===== config.mk =====
export PLATFORM = sky130hd
export DESIGN_NAME = bounded_lifo_stack_top_flat
export DESIGN_NICKNAME = d
export VERILOG_FILES = /design/src/design/bls_pkg.sv /design/src/design/bls_if.sv /design/src/design/bls_cell.sv /design/src/design/bounded_lifo_stack_top.sv /design/src/flat_wrapper.sv
export SDC_FILE = /design/constraint.sdc
export NUM_CORES = 2
export LEC_CHECK = 0
export ABC_AREA = 0
export BUFFER_PORTS_ARGS = -buffer_cell sky130_fd_sc_hd__buf_4
export CAP_MARGIN = 30
export CORE_MARGIN = 4
export CORE_UTILIZATION = 55
export DETAILED_ROUTE_END_ITERATION = 7
export PLACE_DENSITY = 0.84
export SYNTH_ARGS = -nofsm -noshare
export SYNTH_HDL_FRONTEND = slang
export SYNTH_SLANG_ARGS = --single-unit

===== constraint.sdc =====
create_clock -name clk -period 51.7 [get_ports clk]
set_input_delay 10.34 -clock clk [delete_from_list [all_inputs] [get_ports clk]]
set_output_delay 10.34 -clock clk [all_outputs]
set_load 0.02 [all_outputs]

===== src/design/bls_pkg.sv =====
`default_nettype none
package bls_pkg;

  localparam int CapW = 5;
  localparam int FillOutW = 5;
  localparam int PeekW = 4;
  localparam logic [CapW-1:0] CapReset = 5'd16;

  typedef logic [CapW-1:0] cap_t;

  typedef enum logic [1:0] {
    OP_PUSH   = 2'd0,
    OP_POP    = 2'd1,
    OP_PEEK   = 2'd2,
    OP_BOTTOM = 2'd3
  } op_t;

  typedef enum logic [1:0] {
    ST_OK        = 2'd0,
    ST_OVERFLOW  = 2'd1,
    ST_UNDERFLOW = 2'd2,
    ST_BADPOS    = 2'd3
  } status_t;

  // Shift command broadcast along the cell row.
  typedef struct packed {
    logic push;
    logic pop;
  } cell_ctrl_t;

endpackage
`default_nettype wire


===== src/design/bls_if.sv =====
`default_nettype none
interface bls_req_if #(parameter int DATA_WIDTH = 32);
  logic                          valid;
  logic                          ready;
  bls_pkg::op_t                  operation;
  logic signed [DATA_WIDTH-1:0]  push_value;
  logic [bls_pkg::PeekW-1:0]     peek_depth;

  modport source (output valid, operation, push_value, peek_depth, input ready);
  modport sink   (input valid, operation, push_value, peek_depth, output ready);
endinterface

interface bls_rsp_if #(parameter int DATA_WIDTH = 32);
  logic                          valid;
  logic                          ready;
  logic signed [DATA_WIDTH-1:0]  read_value;
  bls_pkg::status_t              status;
  logic                          is_empty;
  logic                          is_full;
  logic [bls_pkg::FillOutW-1:0]  fill_count;

  modport source (output valid, read_value, status, is_empty, is_full, fill_count,
                  input ready);
  modport sink   (input valid, read_value, status, is_empty, is_full, fill_count,
                  output ready);
endinterface
`default_nettype wire


===== src/design/bls_cell.sv =====
`default_nettype none
module bls_cell #(
  parameter int DATA_WIDTH = 32
) (
  input  wire                        clk,
  input  bls_pkg::cell_ctrl_t        ctrl,
  input  wire  [DATA_WIDTH-1:0]      from_above,
  input  wire  [DATA_WIDTH-1:0]      from_below,
  output logic [DATA_WIDTH-1:0]      data
);
  import bls_pkg::*;

  always_ff @(posedge clk) begin
    if (ctrl.push) begin
      data <= from_above;
    end else if (ctrl.pop) begin
      data <= from_below;
    end
  end

endmodule
`default_nettype wire


===== src/design/bounded_lifo_stack_top.sv =====
// Channel  Dir  Payload
// req      in   operation, push_value, peek_depth
// rsp      out  read_value, status, is_empty, is_full, fill_count
// cfg      in   cfg_we, cfg_data (capacity_in_use)
//
// One beat per cycle unless a result waits; each result appears in the cycle after
// its request beat. The row of cells shifts by one entry on each accepted push or
// pop; the top entry lives in cell 0, the bottom entry is mirrored in a register.
// Reset clears the fill level and output valid and sets capacity to 16.
// While a result waits with rsp.ready low, req.ready is low.
`default_nettype none
module bounded_lifo_stack_top #(
  parameter int DEPTH      = 16,
  parameter int DATA_WIDTH = 32
) (
  input  wire            clk,
  input  wire            rst,
  input  wire            cfg_we,
  input  bls_pkg::cap_t  cfg_data,
  bls_req_if.sink        req,
  bls_rsp_if.source      rsp
);
  import bls_pkg::*;

  localparam int FW = $clog2(DEPTH + 1);
  localparam int CW = (FW > CapW) ? FW : CapW;
  localparam int PW = (FW > PeekW) ? FW : PeekW;
  localparam int PK = (DEPTH < (1 << PeekW)) ? DEPTH : (1 << PeekW);
  localparam logic [CW-1:0] DepthC = CW'(DEPTH);

  cap_t                    cap;
  logic [FW-1:0]           fill;
  logic [FW-1:0]           fill_next;
  logic [DATA_WIDTH-1:0]   bottom;
  logic [DATA_WIDTH-1:0]   cell_q [DEPTH];
  cell_ctrl_t              ctrl;

  logic                    accept;
  logic [CW-1:0]           eff_cap;
  logic                    full;
  logic                    empty;
  logic [DATA_WIDTH-1:0]   peek_val;
  logic [DATA_WIDTH-1:0]   value;
  status_t                 status;

  assign req.ready = !rsp.valid || rsp.ready;
  assign accept    = req.valid && req.ready;

  always_ff @(posedge clk) begin
    if (rst) begin
      cap <= CapReset;
    end else if (cfg_we) begin
      cap <= cfg_data;
    end
  end

  // Zero counts as one; anything above the row length saturates.
  always_comb begin
    eff_cap = (cap == '0) ? CW'(1) : CW'(cap);
    if (eff_cap > DepthC) begin
      eff_cap = DepthC;
    end
  end

  assign full  = CW'(fill) >= eff_cap;
  assign empty = (fill == '0);

  always_comb begin
    peek_val = cell_q[0];
    for (int i = 0; i < PK; i++) begin
      if (req.peek_depth == PeekW'(i)) begin
        peek_val = cell_q[i];
      end
    end
  end

  always_comb begin
    ctrl      = '0;
    fill_next = fill;
    value     = '0;
    status    = ST_OK;
    case (req.operation)
      OP_PUSH: begin
        if (full) begin
          status = ST_OVERFLOW;
        end else begin
          ctrl.push = accept;
          fill_next = fill + FW'(1);
        end
      end
      OP_POP: begin
        if (empty) begin
          status = ST_UNDERFLOW;
          value  = '1;
        end else begin
          ctrl.pop  = accept;
          fill_next = fill - FW'(1);
          value     = cell_q[0];
        end
      end
      OP_PEEK: begin
        if (empty) begin
          status = ST_UNDERFLOW;
          value  = '1;
        end else if (PW'(req.peek_depth) >= PW'(fill)) begin
          status = ST_BADPOS;
          value  = '1;
        end else begin
          value = peek_val;
        end
      end
      OP_BOTTOM: begin
        if (empty) begin
          status = ST_UNDERFLOW;
          value  = '1;
        end else begin
          value = bottom;
        end
      end
      default: begin
        status = ST_OK;
      end
    endcase
  end

  generate
    for (genvar g = 0; g < DEPTH; g++) begin : g_cell
      logic [DATA_WIDTH-1:0] above;
      logic [DATA_WIDTH-1:0] below;
      if (g == 0) begin : g_first
        assign above = req.push_value;
      end else begin : g_mid
        assign above = cell_q[g-1];
      end
      if (g == DEPTH - 1) begin : g_last
        assign below = cell_q[g];
      end else begin : g_inner
        assign below = cell_q[g+1];
      end
      bls_cell #(.DATA_WIDTH(DATA_WIDTH)) u_cell (
        .clk        (clk),
        .ctrl       (ctrl),
        .from_above (above),
        .from_below (below),
        .data       (cell_q[g])
      );
    end
  endgenerate

  // Bottom entry is only ever written by a push onto an empty stack.
  always_ff @(posedge clk) begin
    if (ctrl.push && empty) begin
      bottom <= req.push_value;
    end
  end

  always_ff @(posedge clk) begin
    if (rst) begin
      fill      <= '0;
      rsp.valid <= 1'b0;
    end else begin
      if (accept) begin
        fill      <= fill_next;
        rsp.valid <= 1'b1;
      end else if (rsp.ready) begin
        rsp.valid <= 1'b0;
      end
    end
  end

  always_ff @(posedge clk) begin
    if (accept) begin
      rsp.read_value <= value;
      rsp.status     <= status;
      rsp.is_empty   <= (fill_next == '0);
      rsp.is_full    <= CW'(fill_next) >= eff_cap;
      rsp.fill_count <= FillOutW'(fill_next);
    end
  end

endmodule
`default_nettype wire


===== src/flat_wrapper.sv =====
// flat-port wrapper written by rule: the top's interface ports become plain ports
module bounded_lifo_stack_top_flat import bls_pkg::*;
#(
  parameter int DEPTH      = 16,
  parameter int DATA_WIDTH = 32
)
  (clk, rst, cfg_we, cfg_data, req_valid, req_operation, req_push_value, req_peek_depth, req_ready, rsp_valid, rsp_read_value, rsp_status, rsp_is_empty, rsp_is_full, rsp_fill_count, rsp_ready);
  bls_req_if #(.DATA_WIDTH(DATA_WIDTH)) req_i ();
  bls_rsp_if #(.DATA_WIDTH(DATA_WIDTH)) rsp_i ();
  input  wire clk;
  input  wire rst;
  input  wire cfg_we;
  input  bls_pkg::cap_t cfg_data;
  input wire logic [$bits(req_i.valid)-1:0] req_valid;
  input wire logic [$bits(req_i.operation)-1:0] req_operation;
  input wire logic [$bits(req_i.push_value)-1:0] req_push_value;
  input wire logic [$bits(req_i.peek_depth)-1:0] req_peek_depth;
  output wire logic [$bits(req_i.ready)-1:0] req_ready;
  output wire logic [$bits(rsp_i.valid)-1:0] rsp_valid;
  output wire logic [$bits(rsp_i.read_value)-1:0] rsp_read_value;
  output wire logic [$bits(rsp_i.status)-1:0] rsp_status;
  output wire logic [$bits(rsp_i.is_empty)-1:0] rsp_is_empty;
  output wire logic [$bits(rsp_i.is_full)-1:0] rsp_is_full;
  output wire logic [$bits(rsp_i.fill_count)-1:0] rsp_fill_count;
  input wire logic [$bits(rsp_i.ready)-1:0] rsp_ready;
  assign req_i.valid = req_valid;
  assign req_i.operation = req_operation;
  assign req_i.push_value = req_push_value;
  assign req_i.peek_depth = req_peek_depth;
  assign req_ready = req_i.ready;
  assign rsp_valid = rsp_i.valid;
  assign rsp_read_value = rsp_i.read_value;
  assign rsp_status = rsp_i.status;
  assign rsp_is_empty = rsp_i.is_empty;
  assign rsp_is_full = rsp_i.is_full;
  assign rsp_fill_count = rsp_i.fill_count;
  assign rsp_i.ready = rsp_ready;
  bounded_lifo_stack_top #(.DEPTH(DEPTH), .DATA_WIDTH(DATA_WIDTH)) u_core (.clk(clk), .rst(rst), .cfg_we(cfg_we), .cfg_data(cfg_data), .req(req_i), .rsp(rsp_i));
endmodule

* Yosys cells after proc, flatten, opt, wreduce, memory -nomap -nowiden *
Cells that the tools add are included.

cells by class
  add/sub/neg operators = 2
  muxes and demuxes = 66
  order comparisons = 4
  reduce and logical (&&, ||, !) cells = 11
  equality and inequality tests = 18

operators with widths
  cell                                                                    count
  32-bit two-way mux                                                      49
  32-bit case mux with 3 select lines                                     1
  4-bit equality test (second input constant)                             8
  5-bit two-way mux                                                       4
  4-bit by 3-bit equality test with 1-bit output (second input constant)  4
  5-bit zero test                                                         3
  5-bit >= comparator                                                     2
  5-bit case mux with 2 select lines                                      1
  4-bit by 2-bit equality test with 1-bit output (second input constant)  2
  1-bit two-way mux                                                       7
  2-bit two-way mux                                                       3
  2-bit case mux with 3 select lines                                      1
  5-bit by 1-bit adder with 5-bit output (second input constant)          1
  4-bit by 5-bit >= comparator with 1-bit output                          1
  5-bit > comparator (second input constant)                              1
  5-bit by 1-bit subtractor with 5-bit output (second input constant)     1
  2-bit equality test (second input constant)                             2
  4-bit by 1-bit equality test with 1-bit output (second input constant)  1
  2-bit nonzero test                                                      2
  2-bit by 1-bit equality test with 1-bit output (second input constant)  1
  1-bit logical AND                                                       2
  2-bit zero test                                                         1
  2-bit OR reduction                                                      1
  1-bit zero test                                                         1
  1-bit logical OR                                                        1

word-level totals
  word-level logic and storage cells = 126
  input bits = 48
  output and inout bits = 43
  register bits after elaboration = 596

* Logic depth before layout (Yosys ltp) *
  depth after elaboration = 19
  depth in mapped cells = 16
  gate-level depth less buffers = 16

* Cells and area by module *
From an unflattened synthesis, not the netlist that was laid out.

unflattened totals
  cells, all modules = 2,443
  area, all modules = 34,654.5 um^2

by module, submodules not included
  module                  instances  area each (um^2)  sequential area each (um^2)  cells each
  bls_cell                16         1,507.7           960.9                        69
  bounded_lifo_stack_top  1          10,531.4          2,412.3                      1,339

* Worst setup path after synthesis *
OpenSTA, ideal clock, no wires.

  path kind = in2reg
  start point = input req_operation[0]
  end point = register u_core.g_cell[0].u_cell.data[0], enable pin
  data required time = 50.365 ns
  slack = 19.560 ns
  buffers on the path = 1
  data arrival time = 30.805 ns
  library setup time = 1.335 ns
  stages on the path = 5
  cells stage by stage = clkbuf_1 -> nand2_1 -> o2bb2ai_1 -> a21oi_2 -> nor2_1

between the ends
  longest elaborated chain between the ends = 3
  elaborated cells on any way between the ends = 5
  classes of those cells = 1 x eq/ne; 2 x mux; 2 x reduce/logical

RTL lines
  item                                                                                      line                          text
  from (decl)                                                                               flat_wrapper.sv:15            input wire logic [$bits(req_i.operation)-1:0] req_operation;
  2-bit by 1-bit equality test with 1-bit output / 2-bit zero test (equally long branches)  bounded_lifo_stack_top.sv:82  case (req.operation)
  1-bit two-way mux                                                                         bounded_lifo_stack_top.sv:82
  2-bit nonzero test (no source line) *                                                     -
  to (signal assigned)                                                                      bls_cell.sv:15                data <= from_above;
  to (signal assigned)                                                                      bls_cell.sv:17                data <= from_below;
  to (decl)                                                                                 bls_cell.sv:9                 output logic [DATA_WIDTH-1:0] data

Every way passes the cells marked *; elsewhere a longest branch is shown, timed or not.
A chain may end at the register's enable or synchronous reset.

* Final worst setup path *
  start point = input rsp_ready
  end point = output req_ready

between the ends
  longest elaborated chain between the ends = 1

RTL lines
  item              line                          text
  from (decl)       flat_wrapper.sv:25            input wire logic [$bits(rsp_i.ready)-1:0] rsp_ready;
  1-bit logical OR  bounded_lifo_stack_top.sv:46  assign req.ready = !rsp.valid || rsp.ready;
  to (decl)         flat_wrapper.sv:18            output wire logic [$bits(req_i.ready)-1:0] req_ready;

Every way passes these cells.

==> results by group <==
Clocking
  • CTS tree: built
  • Clock buffer depth: 3
  • Post-cts gate resize count: 0
  • Reg clk slew, reported paths: 60 ps
  • Setup Buffers After CTS: 0
  • CTS Sinks: 596
  • Post-CTS Hold Buffers: 0
  • Root Driver: clkbuf_16
  • Clock Latency Late Sink: 630 ps
  • H-tree levels: 2
  • TritonCTS Buffers: 57

Run status
  • Status: complete, no violations

Yosys
  • Synthesized Nets: 3375
  • Synth top area cells: edfxtp_1 (57%), nand2_1 (19%), o21ai_0 (2.4%)
  • Top FF cell, synth: edfxtp_1
  • #FFs+latches synth: 596
  • Synth unique cells: 73
  • Synth top cells by count: nand2_1 (1528), edfxtp_1 (585), clkbuf_1 (152), o21ai_0 (150), a21oi_1 (146)
  • Share of the synthesized area in the top cell type: 0.569
  • Number of flops mapped to enable cells by yosys: 585
  • Yosys warns: 0
  • Seq/Total Area, Yosys: 0.576
  • Area of the mapped netlist: 0.0309 mm2
  • Count leader, synth: nand2_1
  • Ys async rst share: 0
  • Mean Syn Cell Area: 9.32 um2
  • Post-Syn Instances: 3312
  • Yosys top cell by area: edfxtp_1

STA
  • Worst relative slew slack: 0.229
  • Setup TNS: 0 ps
  • Tightest hold margin: 460 ps
  • Final Hold Viols: 0
  • Unrepaired setup endpoints after global routing: no
  • Clock Skews: 19.1 ps
  • Post-route clock period utilization: 0.408
  • FMAX: 47.4 MHz
  • Final min period: 21120 ps
  • # setup viols final: 0
  • Slew @ Worst Pin: 1160 ps
  • Slew Limit Fails: 0

Min path
  • Hold crit path type: reg2reg

Floorplan
  • Initial core utilization: 0.558
  • CORE AREA: 0.0553 mm2
  • Row count: 86
  • Die width: 245 um
  • Die area: 0.0600 mm2
  • Chip Height: 245 um
  • Number of I/O pins: 91

Setup path
  • Critical Path Sink Type: output pin
  • Crit-path most repeated cell: buf_4
  • CP cell instances: buf_4 > nand2b_1 > buf_4
  • Slowest cell on crit path: buf_4
  • CP startpoint kind: input port
  • Max FO, Critical Path: 3
  • Crit-path leading delay family: buffers and inverters
  • Critical path depth: 3
  • Critical path type: in2out
  • R2r setup slk: 46850 ps
  • Worst path buffer plus inverter count: 2
  • Worst reg2reg path depth: 10
  • CP Capture Point: req_ready
  • R2r endpoint: u_core.g_cell[4].u_cell.data[3]$_DFFE_PP_
  • Reg2reg start: u_core.fill[0]$_SDFFE_PP0P_
  • Required time worst endpoint: 41360 ps
  • Max incr delay on CP: 170 ps
  • Worst Path Arrival: 10780 ps
  • CP startpoint: rsp_ready

Placed design
  • GP Congestion: 0.897
  • Dpl hpwl: 57300 um
  • Port Buffers: 90

Route
  • Initial DRC count: 4266
  • DR WL/cell: 23.2 um
  • Top sig layer: met5
  • Post-route ant nets: 0
  • Residual DRC count: 0
  • WL final: 95000 um
  • Avg Vias per Cell: 6.43
  • M1 WL: 32300 um
  • Met3 WL: 13700 um
  • WL met2: 41800 um
  • Drt pass-1 iters: 6
  • Via count: 26300

Job
  • Max-cap viol count: 0

Power
  • Pwr per Cell Area: 34.0 mW/mm2
  • Lkg Pwr: 13.5 nW
  • Max rail drop VDD: 0.0250 mV

GRT
  • Number of global-route vias before repair: 24300
  • Largest net degree at the start of global routing: 241
  • First-pass GRT wire length: 143000 um
  • GR Overflow Total: 0
  • Total track usage: 0.308
  • Initial antenna violation count: 5

Finish
  • Final Net Count: 3350
  • Area Growth Syn to Fin: 9.94%
  • Share of layout cells above drive strength 1: 0.0870
  • Final Util: 0.614
==> stage by stage <==
stage	total power, mW	instance area [um2]	setup WS, ps	cells
4_1_cts	1.15	33900	30580	4081
3_3_place_gp	0.741	32000	30580	3969
3_5_place_dp	0.746	32100	30590	3975
5_1_grt	1.19	33900	30550	4082
6_report	1.15	33900	30580	4087
2_1_floorplan	0.708	30900	19560	3312
==> report_power, final <==
part	internal [mW]	switching, mW	leakage, nW
Clock	0.229	0.182	0.891
Sequential	0.570	0.0201	5.49
Combinational	0.0476	0.106	7.08
Total	0.846	0.308	13.5
==> cell usage in the layout, fill, tap and decap left out, types with 25 or more instances in the layout <==
master	count
a21oi_1	146
buf_4	134
clkbuf_16	58
edfxtp_1	585
inv_1	25
mux2i_1	51
nand2_1	1526
nor2_1	103
o21ai_0	149
o221ai_1	44
o22ai_1	37
==> layer usage <==
| metal | GRT usage | vias up |
|---|---|---|
| met1 | 0.397 | 12300 |
| met3 | 0.0827 | 398 |
| met2 | 0.457 | 2024 |
| met5 | 0 | - |
| met4 | 0.211 | 6 |
| li1 | - | 11600 |
==> final cells by class <==
cell class,count,area [um2]
clock inverter,33,263
tap,748,936
multi-input combinational,2457,12100
antenna,5,12.5
sequential,596,17800
clock buffer,73,1540
inverter,30,120
timing repair buffer,145,1210
fill,4316,21400
==> sequential cells by signal, indices dropped and copies added (netlist names) <==
signal                     flops
u_core.g_cell.u_cell.data    512
u_core.rsp.fill_count          5
u_core.bottom                 32
u_core.rsp.valid               1
u_core.fill                    5
u_core.rsp.is_empty            1
u_core.rsp.read_value         32
u_core.rsp.is_full             1
u_core.cap                     5
u_core.rsp.status              2
==> worst min path at each step <==
stage | slack, ps | endpoint | startpoint | cells after the start
finish | 460 | u_core.g_cell[15].u_cell.data[14]$_DFFE_PP_ | u_core.g_cell[14].u_cell.data[14]$_DFFE_PP_ | 0
CTS | 460 | u_core.g_cell[15].u_cell.data[14]$_DFFE_PP_ | u_core.g_cell[14].u_cell.data[14]$_DFFE_PP_ | 0
detailed placement | 440 | u_core.g_cell[15].u_cell.data[14]$_DFFE_PP_ | u_core.g_cell[14].u_cell.data[14]$_DFFE_PP_ | 0
floorplan | 430 | u_core.g_cell[15].u_cell.data[14]$_DFFE_PP_ | u_core.g_cell[14].u_cell.data[14]$_DFFE_PP_ | 0
global route | 460 | u_core.g_cell[15].u_cell.data[14]$_DFFE_PP_ | u_core.g_cell[14].u_cell.data[14]$_DFFE_PP_ | 0
global placement | 430 | u_core.g_cell[15].u_cell.data[14]$_DFFE_PP_ | u_core.g_cell[14].u_cell.data[14]$_DFFE_PP_ | 0
==> logic make-up after synthesis <==
kind of cell | count (synthesis) | share of synthesized area
adder cells (fa/ha/maj) | 15 | 0.00608
AO/OA/AOI/OAI | 605 | 0.129
XOR/XNOR | 1 | 0.000284
multiplexers | 80 | 0.0297
flip-flops | 596 | 0.576
AND/OR/NAND/NOR | 1756 | 0.224
buffers and inverters | 259 | 0.0347
(Power assumes the default switching activity.)
